File: src/sv/pip_vtx_mem.sv
// ----------------------------------------------------------------------------
// pip_vtx_mem: vertex store
// One write port, one read port, read data registered.
// ----------------------------------------------------------------------------
`default_nettype none

module pip_vtx_mem #(
    parameter int DEPTH = 64,
    parameter int WIDTH = 64,
    parameter int AW    = 6
) (
    input  wire logic             i_clk,
    input  wire logic             i_we,
    input  wire logic [AW-1:0]    i_waddr,
    input  wire logic [WIDTH-1:0] i_wdata,
    input  wire logic             i_re,
    input  wire logic [AW-1:0]    i_raddr,
    output logic      [WIDTH-1:0] o_rdata
);

    logic [WIDTH-1:0] r_mem [DEPTH];
    logic [WIDTH-1:0] r_rdata;

    always_ff @(posedge i_clk) begin
        if (i_we) begin
            r_mem[i_waddr] <= i_wdata;
        end
        if (i_re) begin
            r_rdata <= r_mem[i_raddr];
        end
    end

    assign o_rdata = r_rdata;

endmodule

`default_nettype wire

File: config.mk
export PLATFORM = sky130hd
export DESIGN_NAME = pip_vtx_mem
export DESIGN_NICKNAME = d
export VERILOG_FILES = /design/src/sv/pip_vtx_mem.sv
export SDC_FILE = /design/constraint.sdc
export NUM_CORES = 2
export LEC_CHECK = 0
export BUFFER_PORTS_ARGS = -buffer_cell sky130_fd_sc_hd__clkbuf_2
export CAP_MARGIN = 10
export CORE_ASPECT_RATIO = 0.8
export CORE_UTILIZATION = 44
export DETAILED_ROUTE_END_ITERATION = 10
export SLEW_MARGIN = 5
export SYNTH_ARGS = -nofsm -noshare
export SYNTH_HDL_FRONTEND = slang
export SYNTH_SLANG_ARGS = --single-unit
File: constraint.sdc
create_clock -name i_clk -period 6.11 [get_ports i_clk]
set_input_delay 0.9165 -clock i_clk [delete_from_list [all_inputs] [get_ports i_clk]]
set_output_delay 0.9165 -clock i_clk [all_outputs]
set_load 0.05 [all_outputs]
==> flow_metrics.tcl <==
set metrics [dict create \
    avgSynthCellArea_um2 23.8 \
    gp_congestion 0.787 \
    critPathKind "in -> reg" \
    reg2reg_to "o_rdata[14]" \
    htree_levels 5 \
    hp-class "in -> reg" \
    cp.arrival_ps 3990 \
    postRouteAntennaNets 0 \
    clk_latency_ps 920 \
    crit_path_end_kind "flop" \
    holdPathEnd "r_mem[6][55]" \
    maxSlewViolCount 0 \
    ys_seq_area_share_pct 79.6 \
    fin_crit_ps 3350 \
    grt_max_degree 103 \
    syn_area_um2 157000 \
    drt_iter0_drc 10400 \
    drcViolationCount 0 \
    synthCells 6598 \
    die_h_um 536 \
    path_clk_slew_ps 60 \
    cts_setup_buffers 0 \
    placed_area_um2 165000 \
    dp_cells 11300 \
    synth_top_cell_by_area "edfxtp_1" \
    synth_edf_count 4160 \
    cts_sinks 4160 \
    drive_gt1_share_pct 28.3 \
    pin_count 143 \
    dr.pass1.iters 5 \
    hold_buffers 0 \
    max_slew_margin_pct 15.9 \
    setup_violations 0 \
    grt_pass1_vias 75700 \
    synthTopCellsByArea "edfxtp_1 80%, mux4_2 15%, mux2i_1 0.86%" \
    r2r-start "r_mem[13][14]" \
    io_buffers 142 \
    ys_types 32 \
    grt_antenna_before_repair 36 \
    ir_worst_vdd_mv 0.250 \
    vias_per_cell 6.32 \
    fp.coreArea_um2 354000 \
    rows 195 \
    hold_viol 0 \
    timing.fmax_mhz 298 \
    final_nets 7106 \
    ff2ff_setup_slack_ps 3690 \
    period_share_pct 54.9 \
    cts_resized 0 \
    place_hpwl_mm 236 \
    globalRoute.totalOverflow 0 \
    hold_depth 1 \
    final_area_um2 178000 \
    ys_seq_elements 4160 \
    die-width_um 670 \
    cts_tree "built" \
    clock_path_buffers 4 \
    cts_root_buffer "clkbuf_16" \
    totalWireLength_mm 445 \
    power-per-cell-area_nw_per_um2 329 \
    grt_pass1_wl_mm 614 \
    wl_per_cell_um 36.9 \
    synthArstFlopShare_pct 0 \
    yosysTopAreaCellShare_pct 79.6 \
    critPathRequiredTime_ps 6750 \
    final_cells 12100 \
    globalRouteTotalUtil_pct 24.5 \
    p_total_mw 58.5 \
    synth_nets 6677 \
    synth_warnings 0 \
    worstHoldStart "i_wdata[55]" \
    cp-start-kind "input pin" \
    via_count 76300 \
    die-area_um2 359000 \
    tns_ps 0 \
    p_leak_nw 55.0 \
    fin_skew_ps 40.4 \
    crit_fanout 64 \
    areaGrowthSynthToFinish_pct 13.3 \
    cts_buffers 395 \
    rr_worst_depth 5 \
    grt_setup_unrepaired "no" \
    synthFlopType "edfxtp_1" \
    cap_viol_max_count 0 \
    status "finished, final reports clean" \
    worst_slew_pin_slew_ps 1260 \
    start_util_pct 44.4 \
]
-- cells in the mapped netlist, types with 3 or more instances --
master,instances
and3_1,64
mux2i_1,135
nor2b_1,28
nand2_1,58
a211oi_1,63
buf_6,6
nor2_1,112
edfxtp_1,4160
nand2b_1,11
mux4_2,1024
buf_1,20
a31oi_1,18
a2bb2oi_1,19
nand3_1,45
or3_1,29
o22ai_1,83
or2_2,28
and2_1,3
o221ai_1,38
buf_4,34
a22oi_1,168
a41oi_1,26
clkbuf_1,140
a22o_1,88
buf_2,170
inv_1,19
-- where the power goes --
| group | internal [mW] | total (mW) | switching, mW | leakage (nW) |
|---|---|---|---|---|
| sequential | 31.7 | 31.8 | 0.134 | 37.5 |
| combinational | 1.00 | 2.86 | 1.85 | 11.5 |
| clock | 13.3 | 23.8 | 10.5 | 6.03 |
| total | 46.0 | 58.5 | 12.5 | 55.0 |
-- layout make-up --
type                    instances  area, µm²
clock inverters               227       1950
diodes                          8       20.0
fillers                     27600     176000
multi-input cells            2049      30800
well taps                    4728       5920
repair buffers                402       3860
clock buffers                 478      10300
flip-flops and latches       4160     125000
inverters                      19       71.3
-- per-layer routing --
layer / vias up / GRT usage (%) / share of wire (%)
met3: 660 / 4.22 / 8.9
met2: 3965 / 37.4 / 46
li1: 29500 / - / -
met1: 42200 / 37.1 / 43
met5: - / 0 / 0.016
met4: 12 / 5.96 / 2.5
-- critical path, stage by stage --
cell	delay, ps
buf_12	450
buf_4	540
buf_4	370
mux4_2	540
nor2b_1	140
a211oi_1	460
o22ai_1	200
and3_1	200
-- layout by cell type, fill, tap and decap left out, types with 12 or more instances in the layout --
master and instances:
a211oi_1 63, a22o_1 88, a22oi_1 168, a2bb2oi_1 19, a31oi_1 18, a41oi_1 26
and3_1 64, buf_12 94, buf_4 168, bufinv_16 31, clkbuf_1 76, clkbuf_16 402
clkbuf_2 137, clkinv_1 88, clkinv_2 80, clkinvlp_4 12, edfxtp_1 4160, inv_1 19
mux2i_1 135, mux4_2 1024, nand2_1 55, nand3_1 45, nor2_1 47, nor2_4 65
nor2b_1 24, o221ai_1 38, o22ai_1 83, or2_2 28, or3_1 29
-- registers in the layout, summed over array words and instances (netlist names) --
register  flops
o_rdata      64
r_mem      4096
-- worst max-delay path by stage --
stage               start            to  slack, ps  cells past startpoint
6_report       i_raddr[0]   o_rdata[42]       2760                      8
4_1_cts        i_raddr[0]   o_rdata[42]       2800                      8
2_1_floorplan  i_waddr[5]  r_mem[39][0]       1160                      4
3_5_place_dp   i_raddr[0]   o_rdata[42]       1850                      8
5_1_grt        i_raddr[0]   o_rdata[42]       2660                      8
3_3_place_gp   i_raddr[0]   o_rdata[34]       1820                      8
-- through the flow --
step                hold WS [ps]  setup slack [ps]  util, %
global route                 324              2660     50.3
floorplan                    865              1160        -
CTS                          281              2800     50.2
detailed placement           907              1850     46.7
global placement             895              1820     46.7
finish                       330              2760     50.3
-- kinds of logic after synthesis --
family	share of synthesized area [%]
simple gates	1.23
mux	15.6
flops	79.6
buf+inv	1.18
compound gates	2.47
Power figures use the tool's default switching activity.
